File: src/hdl/bcd_pkg.sv
`timescale 1ns / 1ps
// bcd_pkg: types, codes and small arithmetic helpers for the block decoder
// used by bcd_front, bcd_queue, bcd_back and bc_texture_block_decoder_top
package bcd_pkg;

    localparam int COORD_BITS = 14;
    localparam int CFG_DATA_W = 15;
    localparam int QDEPTH     = 2;
    localparam int QPTR_W     = (QDEPTH > 1) ? $clog2(QDEPTH) : 1;
    localparam int QCNT_W     = $clog2(QDEPTH + 1);

    // reciprocal constants for exact truncating divides over the value ranges used
    localparam int K_DIV3 = 683;   // x <= 765,  >> 11
    localparam int K_DIV5 = 1639;  // x <= 1275, >> 13
    localparam int K_DIV7 = 2341;  // x <= 1785, >> 14

    typedef enum logic [1:0] {
        FMT_DXT1 = 2'd0,
        FMT_DXT3 = 2'd1,
        FMT_DXT5 = 2'd2
    } t_fmt;

    typedef enum logic [1:0] {
        REG_FORMAT = 2'd0,
        REG_WIDTH  = 2'd1,
        REG_HEIGHT = 2'd2
    } t_reg;

    typedef struct packed {
        logic [63:0] alpha_bits;
        logic [63:0] color_bits;
        logic [11:0] block_x;
        logic [11:0] block_y;
    } t_bcd_in;

    typedef struct packed {
        logic [COORD_BITS-1:0] pixel_row_y;
        logic [COORD_BITS-1:0] pixel_col_x;
        logic [31:0]           texel_0;
        logic [31:0]           texel_1;
        logic [31:0]           texel_2;
        logic [31:0]           texel_3;
        logic [3:0]            valid_mask;
        logic                  last_row;
    } t_bcd_out;

    typedef struct packed {
        logic [1:0]            texture_format;
        logic [CFG_DATA_W-1:0] image_width;
        logic [CFG_DATA_W-1:0] image_height;
    } t_bcd_cfg;

    // one decoded block waiting for row emission
    typedef struct packed {
        logic [3:0][31:0] pal;     // color palette, rgba
        logic [31:0]      cidx;    // 2-bit color indices
        logic [7:0][7:0]  atab;    // dxt5 alpha table
        logic [63:0]      abits;   // raw alpha half
        logic             is_dxt3;
        logic             is_dxt5;
        logic [11:0]      block_x;
        logic [11:0]      block_y;
    } t_bcd_entry;

    typedef struct packed {
        logic full;
        logic empty;
    } t_bcd_qstat;

    // 5-bit channel to 8 bits: v*255/31 = 8v + floor(7v/31)
    function automatic logic [7:0] exp5(input logic [4:0] v);
        logic [7:0] x7;
        logic [2:0] q;
        x7 = 8'(v) * 8'd7;
        q  = 3'd0;
        for (int k = 1; k <= 7; k++) begin
            if (x7 >= 8'(31 * k)) q = q + 3'd1;
        end
        return {v, 3'b000} + 8'(q);
    endfunction

    // 6-bit channel to 8 bits: v*255/63 = 4v + floor(v/21)
    function automatic logic [7:0] exp6(input logic [5:0] v);
        logic [1:0] q;
        q = 2'(v >= 6'd21) + 2'(v >= 6'd42) + 2'(v >= 6'd63);
        return {v, 2'b00} + 8'(q);
    endfunction

    function automatic logic [7:0] div3(input logic [9:0] x);
        logic [20:0] p;
        p = 21'(x) * 21'(K_DIV3);
        return p[18:11];
    endfunction

    function automatic logic [7:0] div5(input logic [10:0] x);
        logic [23:0] p;
        p = 24'(x) * 24'(K_DIV5);
        return p[20:13];
    endfunction

    function automatic logic [7:0] div7(input logic [10:0] x);
        logic [23:0] p;
        p = 24'(x) * 24'(K_DIV7);
        return p[21:14];
    endfunction

endpackage

File: src/hdl/bcd_front.sv
`timescale 1ns / 1ps
// bcd_front: accepts a block, expands endpoints, then builds color and alpha palettes
// depends on bcd_pkg; feeds bcd_queue
module bcd_front (
    input  logic                i_clk,
    input  logic                i_rst_n,
    input  logic                i_start,
    output logic                o_busy,
    input  bcd_pkg::t_bcd_in    i_item,
    input  bcd_pkg::t_bcd_cfg   i_cfg,
    input  bcd_pkg::t_bcd_qstat i_qstat,
    output logic                o_push,
    output bcd_pkg::t_bcd_entry o_entry
);

    typedef struct packed {
        logic [2:0][7:0] e0;     // expanded c0, b g r
        logic [2:0][7:0] e1;     // expanded c1
        logic            c0_gt;
        logic            is_dxt3;
        logic            is_dxt5;
        logic [31:0]     cidx;
        logic [63:0]     abits;
        logic [11:0]     block_x;
        logic [11:0]     block_y;
    } t_bcd_s1;

    logic    r_s1_valid;
    t_bcd_s1 r_s1;
    t_bcd_s1 n_s1;
    logic    accept;

    logic [15:0] c0;
    logic [15:0] c1;
    logic [7:0]  a0;
    logic [7:0]  a1;

    function automatic logic [7:0] exp_b(input logic [15:0] c);
        return bcd_pkg::exp5(c[4:0]);
    endfunction

    assign o_push = r_s1_valid && !i_qstat.full;
    assign o_busy = r_s1_valid && i_qstat.full;
    assign accept = i_start && !o_busy;

    // stage one: endpoint expansion and format decode
    always_comb begin
        c0 = i_item.color_bits[15:0];
        c1 = i_item.color_bits[31:16];
        n_s1.e0      = {exp_b(c0), bcd_pkg::exp6(c0[10:5]), bcd_pkg::exp5(c0[15:11])};
        n_s1.e1      = {exp_b(c1), bcd_pkg::exp6(c1[10:5]), bcd_pkg::exp5(c1[15:11])};
        n_s1.c0_gt   = c0 > c1;
        n_s1.is_dxt3 = i_cfg.texture_format == bcd_pkg::FMT_DXT3;
        n_s1.is_dxt5 = i_cfg.texture_format == bcd_pkg::FMT_DXT5;
        n_s1.cidx    = i_item.color_bits[63:32];
        n_s1.abits   = i_item.alpha_bits;
        n_s1.block_x = i_item.block_x;
        n_s1.block_y = i_item.block_y;
    end

    always_ff @(posedge i_clk) begin
        if (!i_rst_n) begin
            r_s1_valid <= 1'b0;
        end else if (accept) begin
            r_s1_valid <= 1'b1;
        end else if (o_push) begin
            r_s1_valid <= 1'b0;
        end
    end

    always_ff @(posedge i_clk) begin
        if (accept) begin
            r_s1 <= n_s1;
        end
    end

    // stage two: palette interpolation
    always_comb begin
        logic three_col;
        logic [2:0][7:0] p2;
        logic [2:0][7:0] p3;
        three_col = !r_s1.is_dxt3 && !r_s1.is_dxt5 && !r_s1.c0_gt;
        for (int ch = 0; ch < 3; ch++) begin
            if (three_col) begin
                p2[ch] = 8'((9'(r_s1.e0[ch]) + 9'(r_s1.e1[ch])) >> 1);
                p3[ch] = 8'd0;
            end else begin
                p2[ch] = bcd_pkg::div3({1'b0, r_s1.e0[ch], 1'b0} + 10'(r_s1.e1[ch]));
                p3[ch] = bcd_pkg::div3(10'(r_s1.e0[ch]) + {1'b0, r_s1.e1[ch], 1'b0});
            end
        end
        o_entry.pal[0] = {8'hFF, r_s1.e0};
        o_entry.pal[1] = {8'hFF, r_s1.e1};
        o_entry.pal[2] = {8'hFF, p2};
        o_entry.pal[3] = {three_col ? 8'h00 : 8'hFF, p3};

        a0 = r_s1.abits[7:0];
        a1 = r_s1.abits[15:8];
        o_entry.atab[0] = a0;
        o_entry.atab[1] = a1;
        if (a0 > a1) begin
            for (int i = 1; i <= 6; i++) begin
                o_entry.atab[i+1] = bcd_pkg::div7(11'((7 - i) * a0) + 11'(i * a1));
            end
        end else begin
            for (int i = 1; i <= 4; i++) begin
                o_entry.atab[i+1] = bcd_pkg::div5(11'((5 - i) * a0) + 11'(i * a1));
            end
            o_entry.atab[6] = 8'd0;
            o_entry.atab[7] = 8'd255;
        end

        o_entry.cidx    = r_s1.cidx;
        o_entry.abits   = r_s1.abits;
        o_entry.is_dxt3 = r_s1.is_dxt3;
        o_entry.is_dxt5 = r_s1.is_dxt5;
        o_entry.block_x = r_s1.block_x;
        o_entry.block_y = r_s1.block_y;
    end

endmodule

File: src/hdl/bcd_queue.sv
`timescale 1ns / 1ps
// bcd_queue: short fifo of decoded blocks between front and back
// depends on bcd_pkg
module bcd_queue (
    input  logic                i_clk,
    input  logic                i_rst_n,
    input  logic                i_push,
    input  bcd_pkg::t_bcd_entry i_push_entry,
    input  logic                i_pop,
    output bcd_pkg::t_bcd_entry o_pop_entry,
    output bcd_pkg::t_bcd_qstat o_qstat
);

    bcd_pkg::t_bcd_entry r_mem [bcd_pkg::QDEPTH];
    logic [bcd_pkg::QPTR_W-1:0] r_wr_ptr;
    logic [bcd_pkg::QPTR_W-1:0] r_rd_ptr;
    logic [bcd_pkg::QCNT_W-1:0] r_count;

    assign o_qstat.full  = r_count == bcd_pkg::QCNT_W'(bcd_pkg::QDEPTH);
    assign o_qstat.empty = r_count == '0;
    assign o_pop_entry   = r_mem[r_rd_ptr];

    function automatic logic [bcd_pkg::QPTR_W-1:0] ptr_inc(
        input logic [bcd_pkg::QPTR_W-1:0] p
    );
        return (p == bcd_pkg::QPTR_W'(bcd_pkg::QDEPTH - 1)) ? '0 : p + 1'b1;
    endfunction

    always_ff @(posedge i_clk) begin
        if (!i_rst_n) begin
            r_wr_ptr <= '0;
            r_rd_ptr <= '0;
            r_count  <= '0;
        end else begin
            if (i_push) r_wr_ptr <= ptr_inc(r_wr_ptr);
            if (i_pop)  r_rd_ptr <= ptr_inc(r_rd_ptr);
            if (i_push && !i_pop) begin
                r_count <= r_count + 1'b1;
            end else if (i_pop && !i_push) begin
                r_count <= r_count - 1'b1;
            end
        end
    end

    always_ff @(posedge i_clk) begin
        if (i_push) begin
            r_mem[r_wr_ptr] <= i_push_entry;
        end
    end

endmodule

File: src/hdl/bcd_back.sv
`timescale 1ns / 1ps
// bcd_back: emits the four pixel rows of each queued block, one row a cycle
// depends on bcd_pkg; reads bcd_queue
module bcd_back (
    input  logic                i_clk,
    input  logic                i_rst_n,
    input  bcd_pkg::t_bcd_cfg   i_cfg,
    input  bcd_pkg::t_bcd_qstat i_qstat,
    input  bcd_pkg::t_bcd_entry i_entry,
    output logic                o_pop,
    output logic                o_result_valid,
    output bcd_pkg::t_bcd_out   o_result
);

    logic                r_active;
    logic [1:0]          r_row;
    bcd_pkg::t_bcd_entry r_cur;
    bcd_pkg::t_bcd_out   n_result;
    logic                last;

    assign last  = r_row == 2'd3;
    assign o_pop = !i_qstat.empty && (!r_active || last);

    always_ff @(posedge i_clk) begin
        if (!i_rst_n) begin
            r_active <= 1'b0;
            r_row    <= 2'd0;
        end else if (o_pop) begin
            r_active <= 1'b1;
            r_row    <= 2'd0;
        end else if (r_active) begin
            r_active <= !last;
            r_row    <= r_row + 2'd1;
        end
    end

    always_ff @(posedge i_clk) begin
        if (o_pop) begin
            r_cur <= i_entry;
        end
    end

    // row assembly
    always_comb begin
        logic [3:0][31:0] tex;
        logic [3:0]       p;
        logic [1:0]       ci;
        logic [7:0]       alpha;
        logic [3:0]       nib;
        logic [2:0]       ai;
        logic [14:0]      col_x;
        logic [14:0]      row_y;
        logic [3:0]       mask;
        row_y = 15'({r_cur.block_y, r_row});
        for (int k = 0; k < 4; k++) begin
            p     = {r_row, 2'(k)};
            ci    = r_cur.cidx[2*p +: 2];
            nib   = r_cur.abits[4*p +: 4];
            ai    = r_cur.abits[16 + 3*p +: 3];
            if (r_cur.is_dxt3) begin
                alpha = {nib, nib};
            end else if (r_cur.is_dxt5) begin
                alpha = r_cur.atab[ai];
            end else begin
                alpha = r_cur.pal[ci][31:24];
            end
            tex[k]  = {alpha, r_cur.pal[ci][23:0]};
            col_x   = 15'({r_cur.block_x, 2'b00}) + 15'(k);
            mask[k] = (col_x < i_cfg.image_width) && (row_y < i_cfg.image_height);
        end
        n_result.pixel_row_y = bcd_pkg::COORD_BITS'({r_cur.block_y, r_row});
        n_result.pixel_col_x = bcd_pkg::COORD_BITS'({r_cur.block_x, 2'b00});
        n_result.texel_0     = tex[0];
        n_result.texel_1     = tex[1];
        n_result.texel_2     = tex[2];
        n_result.texel_3     = tex[3];
        n_result.valid_mask  = mask;
        n_result.last_row    = last;
    end

    always_ff @(posedge i_clk) begin
        if (!i_rst_n) begin
            o_result_valid <= 1'b0;
        end else begin
            o_result_valid <= r_active;
        end
    end

    always_ff @(posedge i_clk) begin
        o_result <= n_result;
    end

endmodule

File: src/hdl/bc_texture_block_decoder_top.sv
`timescale 1ns / 1ps
// bc_texture_block_decoder_top: dxt1/dxt3/dxt5 4x4 block decoder, one pixel row per result
// depends on bcd_pkg, bcd_front, bcd_queue, bcd_back
//
//  channel   | signals                                     | handshake
//  ----------+---------------------------------------------+--------------------------
//  block in  | start, busy, i_item                         | word taken on start & !busy
//  row out   | o_result_valid, o_result                    | no stall
//  config    | i_cfg_valid, o_cfg_ready, i_cfg_index/data  | write on valid & ready
//
// each block yields four row words on consecutive cycles; a new block can be taken
// every cycle until the two-entry queue and the front register fill; sustained rate
// is set by the single row port. the first row word reaches the ports through expand,
// interpolate, load and the output register. synchronous active-low reset clears
// control state; config returns to dxt1, 256 x 256. busy rises only with the queue
// full and the front holding a block.
module bc_texture_block_decoder_top (
    input  logic                           i_clk,
    input  logic                           i_rst_n,
    input  logic                           start,
    output logic                           busy,
    input  bcd_pkg::t_bcd_in               i_item,
    output logic                           o_result_valid,
    output bcd_pkg::t_bcd_out              o_result,
    input  logic                           i_cfg_valid,
    output logic                           o_cfg_ready,
    input  logic [1:0]                     i_cfg_index,
    input  logic [bcd_pkg::CFG_DATA_W-1:0] i_cfg_data
);

    bcd_pkg::t_bcd_cfg   r_cfg;
    bcd_pkg::t_bcd_qstat qstat;
    bcd_pkg::t_bcd_entry push_entry;
    bcd_pkg::t_bcd_entry pop_entry;
    logic                q_push;
    logic                q_pop;

    // config registers, always ready
    assign o_cfg_ready = 1'b1;

    always_ff @(posedge i_clk) begin
        if (!i_rst_n) begin
            r_cfg.texture_format <= bcd_pkg::FMT_DXT1;
            r_cfg.image_width    <= bcd_pkg::CFG_DATA_W'(256);
            r_cfg.image_height   <= bcd_pkg::CFG_DATA_W'(256);
        end else if (i_cfg_valid && o_cfg_ready) begin
            unique case (i_cfg_index)
                bcd_pkg::REG_FORMAT: r_cfg.texture_format <= i_cfg_data[1:0];
                bcd_pkg::REG_WIDTH:  r_cfg.image_width    <= i_cfg_data;
                bcd_pkg::REG_HEIGHT: r_cfg.image_height   <= i_cfg_data;
                default: ;  // unmapped index, write dropped
            endcase
        end
    end

    // front: accept, endpoint expansion, palette build
    bcd_front u_front (
        .i_clk   (i_clk),
        .i_rst_n (i_rst_n),
        .i_start (start),
        .o_busy  (busy),
        .i_item  (i_item),
        .i_cfg   (r_cfg),
        .i_qstat (qstat),
        .o_push  (q_push),
        .o_entry (push_entry)
    );

    // decoded blocks wait here while the back side walks rows
    bcd_queue u_queue (
        .i_clk        (i_clk),
        .i_rst_n      (i_rst_n),
        .i_push       (q_push),
        .i_push_entry (push_entry),
        .i_pop        (q_pop),
        .o_pop_entry  (pop_entry),
        .o_qstat      (qstat)
    );

    // back: row sequencer, texel select, bounds mask
    bcd_back u_back (
        .i_clk          (i_clk),
        .i_rst_n        (i_rst_n),
        .i_cfg          (r_cfg),
        .i_qstat        (qstat),
        .i_entry        (pop_entry),
        .o_pop          (q_pop),
        .o_result_valid (o_result_valid),
        .o_result       (o_result)
    );

    // front must never push into a full queue
    a_no_overflow: assert property (@(posedge i_clk) disable iff (!i_rst_n)
        q_push |-> !qstat.full)
        else $error("push into full block queue");

    // rows of one block come out on consecutive cycles
    a_rows_contig: assert property (@(posedge i_clk) disable iff (!i_rst_n)
        (o_result_valid && !o_result.last_row) |=> o_result_valid)
        else $error("row word sequence broken before last row");

    // last flag sits on the fourth pixel row of the block
    a_last_pos: assert property (@(posedge i_clk) disable iff (!i_rst_n)
        o_result_valid |-> (o_result.last_row == (o_result.pixel_row_y[1:0] == 2'b11)))
        else $error("last_row does not match row position");

    // the queue is never popped empty
    a_no_underflow: assert property (@(posedge i_clk) disable iff (!i_rst_n)
        q_pop |-> !qstat.empty)
        else $error("pop from empty block queue");

endmodule
File: config.mk
export PLATFORM = sky130hd
export DESIGN_NAME = bc_texture_block_decoder_top
export DESIGN_NICKNAME = d
export VERILOG_FILES = /design/src/hdl/bcd_pkg.sv /design/src/hdl/bcd_front.sv /design/src/hdl/bcd_queue.sv /design/src/hdl/bcd_back.sv /design/src/hdl/bc_texture_block_decoder_top.sv
export SDC_FILE = /design/constraint.sdc
export NUM_CORES = 2
export LEC_CHECK = 0
export BUFFER_PORTS_ARGS = -buffer_cell sky130_fd_sc_hd__buf_2
export CORE_UTILIZATION = 40
export CTS_BUF_LIST = sky130_fd_sc_hd__clkbuf_16
export DETAILED_ROUTE_END_ITERATION = 10
export PLACE_DENSITY = 0.62
export SLEW_MARGIN = 0
export SYNTH_ARGS = -nofsm -noshare
export SYNTH_HDL_FRONTEND = slang
export SYNTH_SLANG_ARGS = --single-unit
File: constraint.sdc
create_clock -name i_clk -period 19.2 [get_ports i_clk]
set_input_delay 3.84 -clock i_clk [delete_from_list [all_inputs] [get_ports i_clk]]
set_output_delay 3.84 -clock i_clk [all_outputs]
set_load 0.01 [all_outputs]
==> implementation parameters <==
Parameter                              Value

Run status
  Status ... finished clean

Floorplan
  Horizontal die dimension ... 450 µm
  Y dimension of the die ... 450 µm
  Row Count ... 163
  Ports ... 337
  Initial Util ... 40.4%
  Area inside the core boundary ... 198,000 µm²
  Die Outline Area ... 202,000 µm²

CTS
  Htree depth ... 4
  Count of hold-fix buffers inserted at cts ... 0
  Setup Fix Bufs, Post-CTS ... 0
  Number of sinks on the clock net ... 1,172
  Clock insertion delay at the later pin of the skew report ... 790 ps
  Number of resized instances in the post-cts repair step ... 0
  Clock-pin slew of the registers on the worst-case setup and hold paths ... 60 ps
  CTS Root Cell ... sky130_fd_sc_hd__clkbuf_16
  Max Root-Sink Buffers ... 3
  Number of CTS-inserted buffers ... 130
  Clock tree from TritonCTS ... done

Global route
  Pin count of the biggest net entering global routing ... 105
  Tot GR Track Use ... 18.7%
  Global-route wire length before repair ... 293 mm
  Initial antenna violation count ... 23
  Leftover overflow at the end of global routing ... 0
  Vias in the first global route ... 50,806

Placed design
  Final weighted congestion in routability-driven placement ... 0.881
  DPL Wire Length ... 143 mm
  PortBufs ... 333

Final layout
  Area taken by flip-flops and latches ... 33,200 µm²
  Layout cells sized above 1 ... 16.5%
  Nets@finish ... 8,399
  Area grow syn2layout ... 11.6%
  Final-layout fill cell count ... 17,807
  Total area of multi-input combinational cells ... 43,500 µm²

Logic synthesis
  Synth Warn # ... 0
  Flip-flop and latch count after synthesis ... 1,172
  Most instantiated flip-flop cell in the synthesis netlist ... sky130_fd_sc_hd__edfxtp_1
  Number of unique standard cell types used by synthesis ... 86
  Top-count cell post-synth ... sky130_fd_sc_hd__ha_1
  Biggest area contributors in the synthesized netlist ... sky130_fd_sc_hd__edfxtp_1 36%, sky130_fd_sc_hd__ha_1 20%, sky130_fd_sc_hd__fa_1 10%, sky130_fd_sc_hd__dfxtp_1 5.0%, sky130_fd_sc_hd__mux4_2 4.6%
  Top cell types by occurrence after synthesis ... 1,261 x sky130_fd_sc_hd__ha_1, 972 x sky130_fd_sc_hd__edfxtp_1, 769 x sky130_fd_sc_hd__inv_1, 407 x sky130_fd_sc_hd__fa_1, 306 x sky130_fd_sc_hd__mux2_2
  Post-synthesis average cell area ... 13.0 µm²
  Area leader, netlist ... sky130_fd_sc_hd__edfxtp_1
  Post-synth design cell area ... 80,100 µm²
  Number of enable-type register cells in the synthesized netlist ... 972
  Async set-reset flop share out of synthesis ... 0%
  Post-synthesis instance total ... 6,159
  Area share of the leading cell type in the synthesized netlist ... 36.4%
  Register area share after synthesis ... 41.4%

Min path
  Hold-critical path depth ... 0
  Hold/Removal Path Class ... register to register

Setup path
  Kind of critical path ... input port to register
  Data required, critical path ... 19,710 ps
  Critical Path Sink Type ... register
  Highest net fanout along the worst path ... 5
  Length in cells of the worst reg-to-reg path ... 26
  Category of the worst setup path launch point ... input port
  Crit path arrival time ... 9260 ps

Detailed routing
  First-pass detailed-route iteration total ... 5
  Antenna Nets Post-Route ... 0
  # DRC ... 0
  Aggregate routed wire length ... 189 mm
  DRC marker count from the first detailed-route iteration ... 2,871
  Total via count in the routed design ... 48,565
  Final routed wire length divided by cell count ... 20.3 µm
  DR vias/cell ... 5.21

STA
  Upper clock frequency limit ... 114 MHz
  Pins Over Slew Limit ... 0
  Final cycle utilization of the critical path ... 45.6%
  Time the worst path needs with I/O delays and setup ... 8750 ps
  Number of hold violations in the final report ... 0
  Worst Tran Pin Value ... 1110 ps
  Slew headroom ... 26.0%
  Post-Route Setup TNS ... 0 ps
  Unrepaired setup endpoints after global routing ... no
  Worst clock skew ... 35.9 ps
  Setup violations, final ... 0

Flow run
  Max-cap violation count ... 0
per-stage QoR:
step                area, µm²  worst slack (ps)  instances  hold slack, ps  util, %
finish                  89400             10450       9314             379     45.1
global route            89400             10090       9310             393     45.1
CTS                     89400             10530       9305             384     45.1
detailed placement      85000              9710       9066             369     42.9
global placement        85000              9790       9066             364     42.9
floorplan               80100              6550       6160             352        -
cells in the final DEF, fill, tap and decap left out, drive strengths merged, types with 13 or more instances in the layout:
master	Yosys	layout
a211oi	36	36
a21boi	59	59
a21o	103	103
a21oi	229	229
a311oi	14	14
a31oi	25	25
and2	39	39
and3	39	39
buf	47	388
bufinv	0	13
clkbuf	75	134
clkinv	1	38
dfxtp	200	200
edfxtp	972	972
fa	407	407
ha	1261	1261
inv	769	819
mux2	306	306
mux2i	38	38
mux4	163	163
nand2	243	243
nand2b	31	31
nand3	50	50
nand3b	13	13
nand4	25	25
nor2	173	173
nor2b	34	34
nor3	55	55
o211ai	18	18
o21a	43	43
o21ai	154	154
o21bai	51	51
o31ai	13	13
or3	23	23
xnor2	236	236
xor2	90	90
worst paths after layout:
kind | end | from | slack [ps]
worst min register to register | u_back.o_result[144]$_DFF_P_ | u_back.n_result[144]$_DFFE_PP_ | 380
worst max-delay path | u_front.o_entry[219]$_DFFE_PP_ | i_item[51] | 10450
worst min-delay path | u_back.o_result[144]$_DFF_P_ | u_back.n_result[144]$_DFFE_PP_ | 380
worst max register to register | u_queue.r_mem[1][130]$_DFFE_PP_ | u_front.o_entry[26]$_DFFE_PP_ | 10690
logic make-up after synthesis:
group	Yosys count	synth area share (%)
buffers and inverters	892	4.30
other	2	0.00937
flip-flops	1172	41.4
XOR/XNOR	329	3.68
multiplexers	507	9.36
adder cells (fa/ha/maj)	1668	29.9
AND/OR/NAND/NOR	768	4.64
AO/OA/AOI/OAI	821	6.72
sequential cells by signal (all words and copies together) (netlist names):
name,count
u_queue.r_mem,534
u_back.r_cur,243
u_queue.r_count,2
u_front.o_entry,170
u_back.o_result_valid,1
u_queue.r_wr_ptr,1
u_back.r_row,2
u_queue.r_rd_ptr,1
u_back.o_result,159
u_back.r_active,1
u_back.n_result,24
u_front.r_s1,1
u_front.r_s1_valid,1
r_cfg,32
layout make-up:
| type | instances | share of cell area, % |
|---|---|---|
| inverters | 770 | 3.24 |
| clock inverters | 105 | 1.16 |
| multi-input cells | 4096 | 48.7 |
| clock buffers | 134 | 3.75 |
| diodes | 9 | 0.0252 |
| flip-flops and latches | 1172 | 37.1 |
| repair buffers | 388 | 2.33 |
| well taps | 2640 | 3.69 |
metal layers:
metal	up-vias	track usage [%]	share of wire [%]
met3	264	2.92	4.9
met4	22	5.83	2.8
met1	24137	24.9	45
li1	23061	-	-
met5	-	0	0.068
met2	1081	31.1	48
critical path, cell delays in order:
cell	delay (ps)
sky130_fd_sc_hd__buf_2	130
sky130_fd_sc_hd__fa_1	500
sky130_fd_sc_hd__ha_1	220
sky130_fd_sc_hd__fa_1	400
sky130_fd_sc_hd__a21o_1	190
sky130_fd_sc_hd__a21oi_2	190
sky130_fd_sc_hd__xor2_1	310
sky130_fd_sc_hd__nand2_1	120
sky130_fd_sc_hd__a211oi_1	320
sky130_fd_sc_hd__inv_1	80
sky130_fd_sc_hd__ha_1	210
sky130_fd_sc_hd__or3_1	410
sky130_fd_sc_hd__and2_1	180
sky130_fd_sc_hd__ha_1	270
sky130_fd_sc_hd__a21boi_0	290
sky130_fd_sc_hd__a21o_1	140
sky130_fd_sc_hd__ha_1	240
sky130_fd_sc_hd__nor2_1	110
sky130_fd_sc_hd__nor2_1	60
sky130_fd_sc_hd__ha_1	310
sky130_fd_sc_hd__nand3_1	70
sky130_fd_sc_hd__o21ai_1	90
sky130_fd_sc_hd__ha_1	300
sky130_fd_sc_hd__mux2_2	260
Power is not shown: default switching activity piles up to over one toggle a cycle in this logic, so the estimate is an artifact.
